$ cat config.mk
export PLATFORM = sky130hd
export DESIGN_NAME = ac_motor_direction_controller
export DESIGN_NICKNAME = d
export VERILOG_FILES = /design/src/design/acmdc_pkg.sv /design/src/design/acmdc_ctrl.sv /design/src/design/acmdc_datapath.sv /design/src/design/ac_motor_direction_controller.sv
export SDC_FILE = /design/constraint.sdc
export NUM_CORES = 2
export LEC_CHECK = 0
export BUFFER_PORTS_ARGS = -buffer_cell sky130_fd_sc_hd__buf_2
export CAP_MARGIN = 20
export CORE_MARGIN = 3
export CORE_UTILIZATION = 50
export CTS_BUF_LIST = sky130_fd_sc_hd__clkbuf_8
export DETAILED_ROUTE_END_ITERATION = 8
export HOLD_SLACK_MARGIN = 0.05
export PLACE_DENSITY = 0.75
export SYNTH_ARGS = -nofsm -noshare
export SYNTH_HDL_FRONTEND = slang
export SYNTH_SLANG_ARGS = --single-unit
export TNS_END_PERCENT = 10
$ cat constraint.sdc
create_clock -name clk_i -period 6.74 [get_ports clk_i]
set_clock_uncertainty 0.05 [all_clocks]
set_input_delay 0.337 -clock clk_i [delete_from_list [all_inputs] [get_ports clk_i]]
set_output_delay 0.337 -clock clk_i [all_outputs]
set_load 0.02 [all_outputs]
$ cat src/design/acmdc_pkg.sv
// ----------------------------------------------------------------------------
// acmdc_pkg
// Shared types and constants of the reversing motor sequencer.
// ----------------------------------------------------------------------------
package acmdc_pkg;

  localparam int unsigned PulseWidthDef = 16;
  localparam int unsigned QuotW         = 16;
  localparam int unsigned CntW          = $clog2(QuotW + 1);

  localparam logic [15:0] MS_PER_MIN = 16'd60000;
  localparam logic [9:0]  MS_PER_SEC = 10'd1000;
  localparam logic [15:0] RPM_MAX    = 16'hFFFF;

  localparam logic [7:0] SPIN_OFF_RST = 8'd10;
  localparam logic [7:0] PPR_RST      = 8'd1;

  localparam logic CFG_SPIN_OFF = 1'b0;
  localparam logic CFG_PPR      = 1'b1;

  typedef enum logic [2:0] {
    ACT_REFRESH  = 3'd0,
    ACT_RPM_TICK = 3'd1,
    ACT_PULSE    = 3'd2,
    ACT_FWD_REQ  = 3'd3,
    ACT_BWD_REQ  = 3'd4,
    ACT_STOP_REQ = 3'd5
  } action_e;

  typedef enum logic [1:0] {
    MODE_IDLE = 2'd0,
    MODE_FWD  = 2'd1,
    MODE_BWD  = 2'd2,
    MODE_STOP = 2'd3
  } mode_e;

  typedef struct packed {
    logic apply;
    logic tick_start;
    logic prep;
    logic step;
    logic finish;
  } dp_cmd_t;

  typedef struct packed {
    logic mode_idle;
    logic div_last;
  } dp_status_t;

  typedef struct packed {
    logic [15:0] speed_rpm;
    logic        running;
    logic        coil_two_relay;
    logic        coil_one_relay;
    logic        brush_relay;
    logic        power_relay;
    logic [1:0]  motor_mode;
  } result_t;

endpackage

$ cat src/design/acmdc_ctrl.sv
// ----------------------------------------------------------------------------
// acmdc_ctrl
// Sequencer for request acceptance, rpm division steps and result hand-off.
// ----------------------------------------------------------------------------
module acmdc_ctrl import acmdc_pkg::*; (
  input  logic       clk_i,
  input  logic       rst_ni,
  input  logic       in_valid_i,
  output logic       in_ready_o,
  input  logic [2:0] in_action_i,
  output logic       out_valid_o,
  input  logic       out_ready_i,
  input  dp_status_t status_i,
  output dp_cmd_t    cmd_o
);

  typedef enum logic [3:0] {
    ST_READY = 4'b0001,
    ST_PREP  = 4'b0010,
    ST_DIV   = 4'b0100,
    ST_DONE  = 4'b1000
  } state_e;

  state_e state_q, state_d;
  logic   out_valid_q, out_valid_d;
  logic   accept;
  logic   tick_work;

  assign in_ready_o  = (state_q == ST_READY) && (!out_valid_q || out_ready_i);
  assign accept      = in_valid_i && in_ready_o;
  assign tick_work   = (in_action_i == ACT_RPM_TICK) && !status_i.mode_idle;
  assign out_valid_o = out_valid_q;

  always_comb begin
    cmd_o            = '0;
    cmd_o.apply      = accept && !tick_work;
    cmd_o.tick_start = accept && tick_work;
    cmd_o.prep       = (state_q == ST_PREP);
    cmd_o.step       = (state_q == ST_DIV);
    cmd_o.finish     = (state_q == ST_DONE);
  end

  always_comb begin
    state_d = state_q;
    unique case (state_q)
      ST_READY: begin
        if (cmd_o.tick_start) state_d = ST_PREP;
      end
      ST_PREP:  state_d = ST_DIV;
      ST_DIV: begin
        if (status_i.div_last) state_d = ST_DONE;
      end
      ST_DONE:  state_d = ST_READY;
      default:  state_d = ST_READY;
    endcase
  end

  always_comb begin
    out_valid_d = out_valid_q;
    if (out_valid_q && out_ready_i) out_valid_d = 1'b0;
    if (cmd_o.apply || cmd_o.finish) out_valid_d = 1'b1;
  end

  always_ff @(posedge clk_i or negedge rst_ni) begin
    if (!rst_ni) begin
      state_q     <= ST_READY;
      out_valid_q <= 1'b0;
    end else begin
      state_q     <= state_d;
      out_valid_q <= out_valid_d;
    end
  end

  // the result slot stays empty while an rpm division is in flight
  a_busy_no_result: assert property (@(posedge clk_i) disable iff (!rst_ni)
    (state_q != ST_READY) |-> !out_valid_q)
    else $error("result pending during division");

  a_done_gives_result: assert property (@(posedge clk_i) disable iff (!rst_ni)
    (state_q == ST_DONE) |=> out_valid_q)
    else $error("division finished without result");

  a_last_step_done: assert property (@(posedge clk_i) disable iff (!rst_ni)
    (state_q == ST_DIV && status_i.div_last) |=> (state_q == ST_DONE))
    else $error("division did not finish after last step");

endmodule

$ cat src/design/acmdc_datapath.sv
// ----------------------------------------------------------------------------
// acmdc_datapath
// Mode and request registers, pulse counter and restoring rpm divider.
// ----------------------------------------------------------------------------
module acmdc_datapath import acmdc_pkg::*; #(
  parameter int unsigned PULSE_WIDTH = PulseWidthDef
) (
  input  logic        clk_i,
  input  logic        rst_ni,
  input  logic        cfg_we_i,
  input  logic        cfg_index_i,
  input  logic [7:0]  cfg_wdata_i,
  input  logic [2:0]  action_i,
  input  logic        fwd_down_i,
  input  logic        bwd_down_i,
  input  logic [31:0] now_ms_i,
  input  dp_cmd_t     cmd_i,
  output dp_status_t  status_o,
  output result_t     result_o
);

  localparam int unsigned NumW = PULSE_WIDTH + 16;
  localparam int unsigned DenW = 40;
  localparam int unsigned ShW  = DenW + QuotW;
  localparam int unsigned PadW = ShW - NumW;

  mode_e               mode_q, mode_d;
  logic                fwd_held_q, fwd_held_d, bwd_held_q, bwd_held_d;
  logic                fwd_pend_q, fwd_pend_d, bwd_pend_q, bwd_pend_d;
  logic                stop_pend_q, stop_pend_d;
  logic [31:0]         entry_q, entry_d;
  logic [31:0]         sample_q, sample_d;
  logic [PULSE_WIDTH-1:0] pulse_q, pulse_d;
  logic [15:0]         rpm_q, rpm_d;
  logic [7:0]          spin_q, ppr_q;

  logic [NumW-1:0]     num_q, rem_q;
  logic [DenW-1:0]     den_q;
  logic [ShW-1:0]      dsr_q;
  logic [QuotW-1:0]    quot_q;
  logic                sat_q;
  logic [CntW-1:0]     cnt_q;
  logic [31:0]         now_q;

  logic [17:0]         spin_ms;
  logic                expired;
  logic                ge;
  logic [31:0]         elapsed_ms;

  assign spin_ms    = 18'(spin_q) * 18'(MS_PER_SEC);
  assign expired    = (now_ms_i - entry_q) > 32'(spin_ms);
  assign ge         = {{PadW{1'b0}}, rem_q} >= dsr_q;
  // elapsed time wraps at 32 bits
  assign elapsed_ms = now_ms_i - sample_q;

  assign status_o.mode_idle = (mode_q == MODE_IDLE);
  assign status_o.div_last  = (cnt_q == '0);

  always_comb begin
    result_o                = '0;
    result_o.motor_mode     = mode_q;
    result_o.power_relay    = (mode_q == MODE_FWD) || (mode_q == MODE_BWD);
    result_o.brush_relay    = (mode_q == MODE_BWD);
    result_o.coil_one_relay = (mode_q == MODE_BWD);
    result_o.coil_two_relay = (mode_q == MODE_BWD);
    result_o.running        = (mode_q == MODE_FWD) || (mode_q == MODE_BWD);
    result_o.speed_rpm      = rpm_q;
  end

  // refresh walks the same steps in order; entry_chg marks a fresh entry time,
  // after which the spin-off window cannot have run out
  always_comb begin
    logic entry_chg;
    entry_chg   = 1'b0;
    mode_d      = mode_q;
    fwd_held_d  = fwd_held_q;
    bwd_held_d  = bwd_held_q;
    fwd_pend_d  = fwd_pend_q;
    bwd_pend_d  = bwd_pend_q;
    stop_pend_d = stop_pend_q;
    entry_d     = entry_q;
    sample_d    = sample_q;
    pulse_d     = pulse_q;
    rpm_d       = rpm_q;
    if (cmd_i.apply) begin
      case (action_i)
        ACT_REFRESH: begin
          if (fwd_down_i) begin
            fwd_held_d = 1'b1;
            fwd_pend_d = 1'b1;
          end else if (fwd_held_d) begin
            fwd_held_d  = 1'b0;
            fwd_pend_d  = 1'b0;
            stop_pend_d = 1'b1;
          end
          if (bwd_down_i) begin
            bwd_held_d = 1'b1;
            bwd_pend_d = 1'b1;
          end else if (bwd_held_d) begin
            bwd_held_d  = 1'b0;
            bwd_pend_d  = 1'b0;
            stop_pend_d = 1'b1;
          end
          if (stop_pend_d) begin
            stop_pend_d = 1'b0;
            if (mode_d != MODE_IDLE) begin
              if (mode_d != MODE_STOP) begin
                entry_d = now_ms_i; entry_chg = 1'b1; mode_d = MODE_STOP;
              end else if (!entry_chg && expired) begin
                entry_d = now_ms_i; entry_chg = 1'b1; mode_d = MODE_IDLE;
              end
            end
          end
          if (fwd_pend_d && mode_d != MODE_STOP) begin
            if (mode_d == MODE_IDLE) begin
              entry_d = now_ms_i; entry_chg = 1'b1;
              pulse_d = '0; rpm_d = '0; sample_d = now_ms_i;
              fwd_pend_d = 1'b0; mode_d = MODE_FWD;
            end else if (mode_d != MODE_FWD) begin
              fwd_pend_d = 1'b1;
              entry_d = now_ms_i; entry_chg = 1'b1; mode_d = MODE_STOP;
            end
          end
          if (bwd_pend_d && mode_d != MODE_STOP) begin
            if (mode_d == MODE_IDLE) begin
              entry_d = now_ms_i; entry_chg = 1'b1;
              pulse_d = '0; rpm_d = '0; sample_d = now_ms_i;
              bwd_pend_d = 1'b0; mode_d = MODE_BWD;
            end else if (mode_d != MODE_BWD) begin
              bwd_pend_d = 1'b1;
              entry_d = now_ms_i; entry_chg = 1'b1; mode_d = MODE_STOP;
            end
          end
          if (mode_d == MODE_STOP && !entry_chg && expired) begin
            entry_d = now_ms_i; entry_chg = 1'b1; mode_d = MODE_IDLE;
          end
        end
        ACT_PULSE: begin
          if (pulse_q != '1) pulse_d = pulse_q + 1'b1;
        end
        ACT_FWD_REQ: begin
          stop_pend_d = 1'b0; bwd_pend_d = 1'b0; fwd_pend_d = 1'b1;
        end
        ACT_BWD_REQ: begin
          stop_pend_d = 1'b0; fwd_pend_d = 1'b0; bwd_pend_d = 1'b1;
        end
        ACT_STOP_REQ: begin
          fwd_pend_d = 1'b0; bwd_pend_d = 1'b0; stop_pend_d = 1'b1;
        end
        default: ;
      endcase
    end
    if (cmd_i.finish) begin
      pulse_d  = '0;
      rpm_d    = sat_q ? RPM_MAX : quot_q;
      sample_d = now_q;
    end
  end

  always_ff @(posedge clk_i or negedge rst_ni) begin
    if (!rst_ni) begin
      mode_q      <= MODE_IDLE;
      fwd_held_q  <= 1'b0;
      bwd_held_q  <= 1'b0;
      fwd_pend_q  <= 1'b0;
      bwd_pend_q  <= 1'b0;
      stop_pend_q <= 1'b0;
      entry_q     <= '0;
      sample_q    <= '0;
      pulse_q     <= '0;
      rpm_q       <= '0;
      spin_q      <= SPIN_OFF_RST;
      ppr_q       <= PPR_RST;
    end else begin
      mode_q      <= mode_d;
      fwd_held_q  <= fwd_held_d;
      bwd_held_q  <= bwd_held_d;
      fwd_pend_q  <= fwd_pend_d;
      bwd_pend_q  <= bwd_pend_d;
      stop_pend_q <= stop_pend_d;
      entry_q     <= entry_d;
      sample_q    <= sample_d;
      pulse_q     <= pulse_d;
      rpm_q       <= rpm_d;
      if (cfg_we_i && cfg_index_i == CFG_SPIN_OFF) spin_q <= cfg_wdata_i;
      if (cfg_we_i && cfg_index_i == CFG_PPR)      ppr_q  <= cfg_wdata_i;
    end
  end

  // divider: first step checks quotient overflow (a zero divisor lands there
  // too), then one quotient bit per cycle
  always_ff @(posedge clk_i) begin
    if (cmd_i.tick_start) begin
      num_q <= NumW'(pulse_q) * NumW'(MS_PER_MIN);
      den_q <= DenW'(elapsed_ms) * DenW'(ppr_q);
      now_q <= now_ms_i;
    end
    if (cmd_i.prep) begin
      rem_q  <= num_q;
      dsr_q  <= {den_q, {QuotW{1'b0}}};
      cnt_q  <= CntW'(QuotW);
      sat_q  <= 1'b0;
      quot_q <= '0;
    end
    if (cmd_i.step) begin
      if (cnt_q == CntW'(QuotW)) begin
        sat_q <= ge;
      end else begin
        quot_q <= {quot_q[QuotW-2:0], ge};
        if (ge) rem_q <= rem_q - dsr_q[NumW-1:0];
      end
      dsr_q <= dsr_q >> 1;
      cnt_q <= cnt_q - 1'b1;
    end
  end

endmodule

$ cat src/design/ac_motor_direction_controller.sv
// ----------------------------------------------------------------------------
// ac_motor_direction_controller
// Reversing AC motor sequencer with relay drive and tacho rpm measurement.
// ----------------------------------------------------------------------------
// Usage: requests arrive on the s_axis channel, the kind of request in tuser
// (refresh, rpm tick, tacho pulse, forward, backward, stop) and the button
// levels with the millisecond time stamp in tdata. Every request gives one
// result on m_axis: mode, four relay drives, running flag and last rpm.
// Configuration (spin-off seconds, pulses per revolution) is to be written through
// the cfg port while no request is in flight; the block does not enforce this.
// A result is valid the cycle after its request is accepted; an rpm tick
// outside idle runs the restoring divider and gives its result after a set-up
// state, 17 divider steps and a write-back.
// Throughput: one request per cycle for all but the rpm tick, while m_axis
// takes results; an rpm tick blocks new requests until its result is set.
// Reset puts the motor in idle with all relays off, rpm zero, spin-off 10 s
// and one pulse per revolution. While a result waits unaccepted on m_axis,
// s_axis_tready stays low and no new request is taken.
// ----------------------------------------------------------------------------
module ac_motor_direction_controller import acmdc_pkg::*; #(
  parameter int unsigned PULSE_WIDTH = PulseWidthDef
) (
  input  logic        clk_i,
  input  logic        rst_ni,
  input  logic        cfg_we_i,
  input  logic        cfg_index_i,
  input  logic [7:0]  cfg_wdata_i,
  input  logic        s_axis_tvalid,
  output logic        s_axis_tready,
  // forward_button_down, backward_button_down, now_ms[31:0], zero pad
  input  logic [39:0] s_axis_tdata,
  // action[2:0]
  input  logic [2:0]  s_axis_tuser,
  output logic        m_axis_tvalid,
  input  logic        m_axis_tready,
  // motor_mode[1:0], power_relay, brush_relay, coil_one_relay, coil_two_relay,
  // running, speed_rpm[15:0], zero pad
  output logic [23:0] m_axis_tdata
);

  dp_cmd_t    cmd;
  dp_status_t status;
  result_t    result;

  acmdc_ctrl u_ctrl (
    .clk_i       (clk_i),
    .rst_ni      (rst_ni),
    .in_valid_i  (s_axis_tvalid),
    .in_ready_o  (s_axis_tready),
    .in_action_i (s_axis_tuser),
    .out_valid_o (m_axis_tvalid),
    .out_ready_i (m_axis_tready),
    .status_i    (status),
    .cmd_o       (cmd)
  );

  acmdc_datapath #(
    .PULSE_WIDTH (PULSE_WIDTH)
  ) u_datapath (
    .clk_i       (clk_i),
    .rst_ni      (rst_ni),
    .cfg_we_i    (cfg_we_i),
    .cfg_index_i (cfg_index_i),
    .cfg_wdata_i (cfg_wdata_i),
    .action_i    (s_axis_tuser),
    .fwd_down_i  (s_axis_tdata[0]),
    .bwd_down_i  (s_axis_tdata[1]),
    .now_ms_i    (s_axis_tdata[33:2]),
    .cmd_i       (cmd),
    .status_o    (status),
    .result_o    (result)
  );

  assign m_axis_tdata = {1'b0, result};

endmodule

Word level (Yosys, flattened, before mapping). Cells that the tools add are included. W data, S select, Z words.

Multipliers: 3. Reduce and logical (&&, ||, !) cells: 43. Bitwise gates (word level): 1. $lt $le $gt $ge: 2. Equal/unequal tests: 22. Muxes and demuxes: 107. $add $sub $neg: 5.

Operators with widths (number): $mux W32 (22); $mux W16 (18); $mux W55 (2); $sub A32 B32 Y32 (3); $ge A32 B56 Y1 (1); $mul A32 B8 Y40 (1); $mux W1 (39); $mux W2 (17); $gt A32 B18 Y1 (1); $pmux W16 S2 (1); $mul A16 B11 Y27 const B (1); $add A16 B1 Y16 const B (1); $ne A16 B16 Y1 const B (1); $mul A8 B7 Y15 const B (1); $logic_and A1 B1 Y1 (12); $pmux W4 S3 (1); $reduce_and A2 Y1 (6); $reduce_bool A2 Y1 (6); $mux W5 (2); $ne A2 B2 Y1 const B (5); $reduce_bool A3 Y1 (3); $mux W4 (2); $eq A3 B2 Y1 const B (2); $eq A3 B3 Y1 const B (2); 22 further kinds (33).

Input bits: 57. Output and inout port bits: 26. Register bits after elaboration: 333.

Depth between registers and ports, before layout.
Depth after elaboration: 25. Depth in mapped cells: 33. Mapped depth without buffers: 33.

Cells and area by module. From an unflattened synthesis, not the netlist that was laid out.

Cell total of the unflattened synthesis: 3095. Area total of the unflattened synthesis: 30284.0 µm².

Modules (own cells, without submodules): acmdc_datapath (seq. area each 8757.1 µm², times used 1, cells each 3067, area each 29991.3 µm²); acmdc_ctrl (seq. area each 126.4 µm², times used 1, cells each 26, area each 281.5 µm²); ac_motor_direction_controller (seq. area each 0.0 µm², times used 1, cells each 2, area each 11.3 µm²).

Worst setup path before layout. No wires, ideal clock.

Path kind: input to register. From: in s_axis_tdata[2]. To: reg u_datapath.den_q[38] (data pin). Cell stages on the path: 31. Arrival: 7.000 ns. Required time: 6.432 ns. Setup time: 0.258 ns. Setup slack: -0.568 ns. Buffers on the path: 0. Path through: inv_1 ha_1 inv_1 fa_1 a21oi_1 o21ai_0 a21oi_1 o21ai_0 a21o_1 a21o_1 a21oi_1 o21bai_1 a21oi_1 xnor2_1 nand2_1 fa_1 inv_1 fa_1 fa_1 fa_1 ha_1 a21o_1 a21oi_1 o211ai_1 a2111oi_0 o21ai_0 a211oi_1 nor3_1 a211o_1 a21oi_1 xnor2_1.

Cells in the longest elaborated chain, start to end: 2.

Ends and longest elaborated chain: from (decl) (RTL line ac_motor_direction_controller.sv:31) `input logic [39:0] s_axis_tdata,`; $sub A32 B32 Y32 (RTL line acmdc_datapath.sv:54) `assign elapsed_ms = now_ms_i - sample_q;`; $mul A32 B8 Y40 (RTL line acmdc_datapath.sv:195) `den_q <= DenW'(elapsed_ms) * DenW'(ppr_q);`; to (signal assigned) (RTL line acmdc_datapath.sv:195); to (decl) (RTL line acmdc_datapath.sv:38) `logic [DenW-1:0] den_q;`.

No other way between the ends. A chain may end at the register's enable or synchronous reset.

Worst setup path after layout.
From: reg u_datapath.spin_q[1]. To: reg u_datapath.sample_q[1].

Cells in the longest elaborated chain, start to end: 20. Elaborated cells between the ends (all ways): 27.

Ends and longest elaborated chain: from (decl) (RTL line acmdc_datapath.sv:35) `logic [7:0] spin_q, ppr_q;`; from (signal assigned) (RTL line acmdc_datapath.sv:185) `if (cfg_we_i && cfg_index_i == CFG_SPIN_OFF) spin_q <= cfg_wdata_i;`; $mul A8 B7 Y15 (*) (RTL line acmdc_datapath.sv:50) `assign spin_ms = 18'(spin_q) * 18'(MS_PER_SEC);`; $gt A32 B18 Y1 (*) (RTL line acmdc_datapath.sv:51) `assign expired = (now_ms_i - entry_q) > 32'(spin_ms);`; $mux W2 (*) (RTL line acmdc_datapath.sv:109) `end else if (!entry_chg && expired) begin`; $mux W2 (*) (RTL line acmdc_datapath.sv:107) `if (mode_d != MODE_STOP) begin`; $mux W2 (*) (RTL line acmdc_datapath.sv:106) `if (mode_d != MODE_IDLE) begin`; $mux W2 (*) (RTL line acmdc_datapath.sv:104) `if (stop_pend_d) begin`; $mux W2 (*) (RTL line acmdc_datapath.sv:86) `case (action_i)`; $mux W2 (*) (RTL line acmdc_datapath.sv:85) `if (cmd_i.apply) begin`; [4 not listed]; $mux W2 (RTL line acmdc_datapath.sv:86); $mux W2 (RTL line acmdc_datapath.sv:85); $logic_not A2 Y1 / $ne A2 B2 Y1 (equally long branches) (RTL line acmdc_datapath.sv:125, acmdc_datapath.sv:124); $mux W32 / $logic_and A1 B1 Y1 (equally long branches) (RTL line acmdc_datapath.sv:125, acmdc_datapath.sv:124); $mux W32 (*) (RTL line acmdc_datapath.sv:124) `if (bwd_pend_d && mode_d != MODE_STOP) begin`; $mux W32 (*) (RTL line acmdc_datapath.sv:86); $mux W32 (*) (RTL line acmdc_datapath.sv:85); $mux W32 (*) (RTL line acmdc_datapath.sv:153) `if (cmd_i.finish) begin`; to (signal assigned) (RTL line acmdc_datapath.sv:182) `sample_q <= sample_d;`; to (decl) (RTL line acmdc_datapath.sv:32) `logic [31:0] sample_q, sample_d;`.

Every way passes the cells marked *; elsewhere a longest branch is shown, timed or not. The select of a mux whose other input is x is not followed.

==> flow_summary.yaml <==
timing:
  worst_slew_margin_rel_pct: 29.8
  layout_min_cycle_time_ps: 7190
  timing.final.ws_setup_ps: -446
  hold_violations: 0
  slew_violations: 0
  fmax_ghz: 0.139
  grt_setup_unrepaired: "yes"
  setup_viol: 105
  setup-tns-final_ps: -33470
  period_share_pct: 107
  worst_pin_slew_ps: 1030
synthesis:
  synth_edf_count: 159
  synth_area_um2: 30000
  synthArstFlopShare_pct: 37.2
  syn_area_per_cell_um2: 9.65
  ys_warn_count: 0
  synth_most_common_cell: "nand2_1"
  netlist_instances: 3109
  synth.area.top_cells: "fa_1, edfxtp_1, ha_1"
  syn_nets: 3719
  ys_ff_latch: 333
  synthFlopType: "edfxtp_1"
  ys_types: 75
  yosysTopAreaCell: "fa_1"
  netlist_top_cells_count: "nand2_1, inv_1, ha_1"
  synth_top_area_share_pct: 17.7
  seq_area_frac_synth_pct: 29.6
run:
  cap_violations: 0
clock_tree:
  clockBufferDepth: 3
  cts_tree: "yes"
  h-tree-depth: 2
  ctsRootBufferMaster: "clkbuf_8"
  path_clk_slew_ps: 60
  clock_latency_ps: 690
  cts_buffers: 56
  cts.sinks: 333
placement:
  routabilityCongestion: 0.888
  io_buffers: 75
  dpl.hpwl_um: 51400
setup_path:
  path_max_fanout: 8
  crit_family: "adder cells"
  crit_type: "flop to flop"
  cpMostUsedCell: "fa_1"
  crit_slowest_cell: "fa_1"
  crit_required_ps: 7200
  startpoint_type: "flop"
  worstSetupEndpointType: "flop"
  arrival_ps: 7640
  max_stage_delay_ps: 570
  cp.buffers_inverters: 8
die:
  die_w_um: 251
  ios: 83
  core_um2: 59200
  start_util_pct: 50.6
  die_area_um2: 63000
  rows: 89
  die_y_um: 251
route:
  first_pass_iters: 5
  drc: 0
  num_vias: 23185
  detail_route.vias_per_cell: 5.38
  ant_nets: 0
  drt_iter0_drc: 1262
  post_drt_wl_per_cell_um: 16.0
  finalWirelength_um: 68900
grt:
  grt_pass1_wl_um: 115000
  grt_pass1_vias: 23725
  grt_usage_pct: 22.0
  antenna_found_initial: 1
  grt_max_degree: 80
  grt-ovfl-total: 0
layout:
  drive_gt1_share_pct: 17.2
  area_growth_pct: 18.1
  final_util_pct: 59.8
  fillers: 4938
  num-nets-final: 4095
worst_hold_path:
  hold_path.class: "input pin to flop"
run_status:
  status: "finished, violations left"
  violations: "negative setup slack"
-- registers in the layout, indices dropped and copies added, names as in the netlist, 8 cells and up --
name and flops:
u_datapath.num_q 27, u_datapath.pulse_q 16, u_datapath.spin_q 8, u_datapath.rem_q 32, u_datapath.entry_q 32, u_datapath.ppr_q 8, u_datapath.dsr_q 56, u_datapath.sample_q 32
u_datapath.den_q 40, u_datapath.quot_q 16, u_datapath.now_q 32, u_datapath.rpm_q 16
-- routing by layer --
metal / track usage [%] / part of all wire (%) / wire [um] / up-vias
met5: 0 / 0 / 0 / -
met4: 6.48 / 2.6 / 1790 / 0
met3: 2.72 / 4.1 / 2850 / 109
met2: 38.9 / 50 / 34400 / 476
met1: 28.6 / 43 / 29800 / 11277
li1: - / - / - / 11323
-- cell type report --
| cell class | instances | area, um2 | area share (%) |
|---|---|---|---|
| clock buffers | 65 | 895 | 2.52 |
| multi-input cells | 2319 | 19900 | 56.1 |
| diodes | 1 | 2.50 | 0.00706 |
| flip-flops and latches | 333 | 8880 | 25.1 |
| inverters | 365 | 1370 | 3.87 |
| repair buffers | 410 | 3210 | 9.07 |
| clock inverters | 41 | 245 | 0.692 |
| well taps | 773 | 967 | 2.73 |
-- worst paths after layout --
path	slack, ps	depth (start not counted)	startpoint	to
worst max-delay path	-450	31	u_datapath.spin_q[1]	u_datapath.sample_q[1]
worst min register to register	400	2	u_datapath.now_q[11]	u_datapath.sample_q[11]
worst min-delay path	110	4	cfg_index_i	u_datapath.spin_q[6]
worst max register to register	-450	31	u_datapath.spin_q[1]	u_datapath.sample_q[1]
max in group asynchronous	4910	3	rst_ni	u_datapath.spin_q[2]
min in group asynchronous	360	2	rst_ni	u_datapath.rpm_q[11]
-- timing repair --
action,CTS,global route
hold endpoints to repair,178,0
gates cloned,4,0
gates resized for setup,38,81
pin swaps,27,83
hold buffers,49,0
setup endpoints to repair,114,124
buffers inserted,11,13
-- worst register-to-register path, delay by kind of cell (launching register included) --
kind	cells	cell delay (ps)
buffers and inverters	8	1020
AOI/OAI and AO/OA	11	1840
DFF	1	560
muxes	1	220
and+or+nand+nor	4	980
adders and majority gates	6	2290
xor gates and xnor gates	1	90
-- through the flow --
stage / worst slack (ps) / cells / cell area [um2] / hold slack (ps)
floorplan: -2.85 / 3109 / 30100 / -8.59
global placement: -488 / 4123 / 33100 / 379
detailed placement: -608 / 4123 / 33100 / 386
CTS: -386 / 4293 / 35000 / 57.4
global route: -727 / 4307 / 35400 / 124
finish: -446 / 4307 / 35400 / 113
-- kinds of logic (layout without fill, tap and decap cells) --
family / after synthesis / in the layout / share of synthesized area, %
simple gates: 914 / 914 / 14.2
compound gates: 619 / 619 / 13.2
fa+ha+maj: 553 / 553 / 29.7
buf+inv: 457 / 881 / 5.93
flops: 333 / 333 / 29.6
xor+xnor: 136 / 136 / 3.97
mux: 96 / 96 / 3.38
other cells: 1 / 2 / 0.0125
-- cells in the final DEF, fill, tap and decap left out, types with 78 or more instances in the layout --
cell	count
fa_1	260
nand2_1	413
a21oi_1	129
xnor2_1	95
a21o_1	78
ha_1	278
inv_1	371
dfrtp_1	119
nor2_1	132
o21ai_0	125
edfxtp_1	159
buf_4	269
and2_1	120
Power is not shown: default switching activity piles up to over one toggle a cycle in this logic, so the estimate is an artifact.
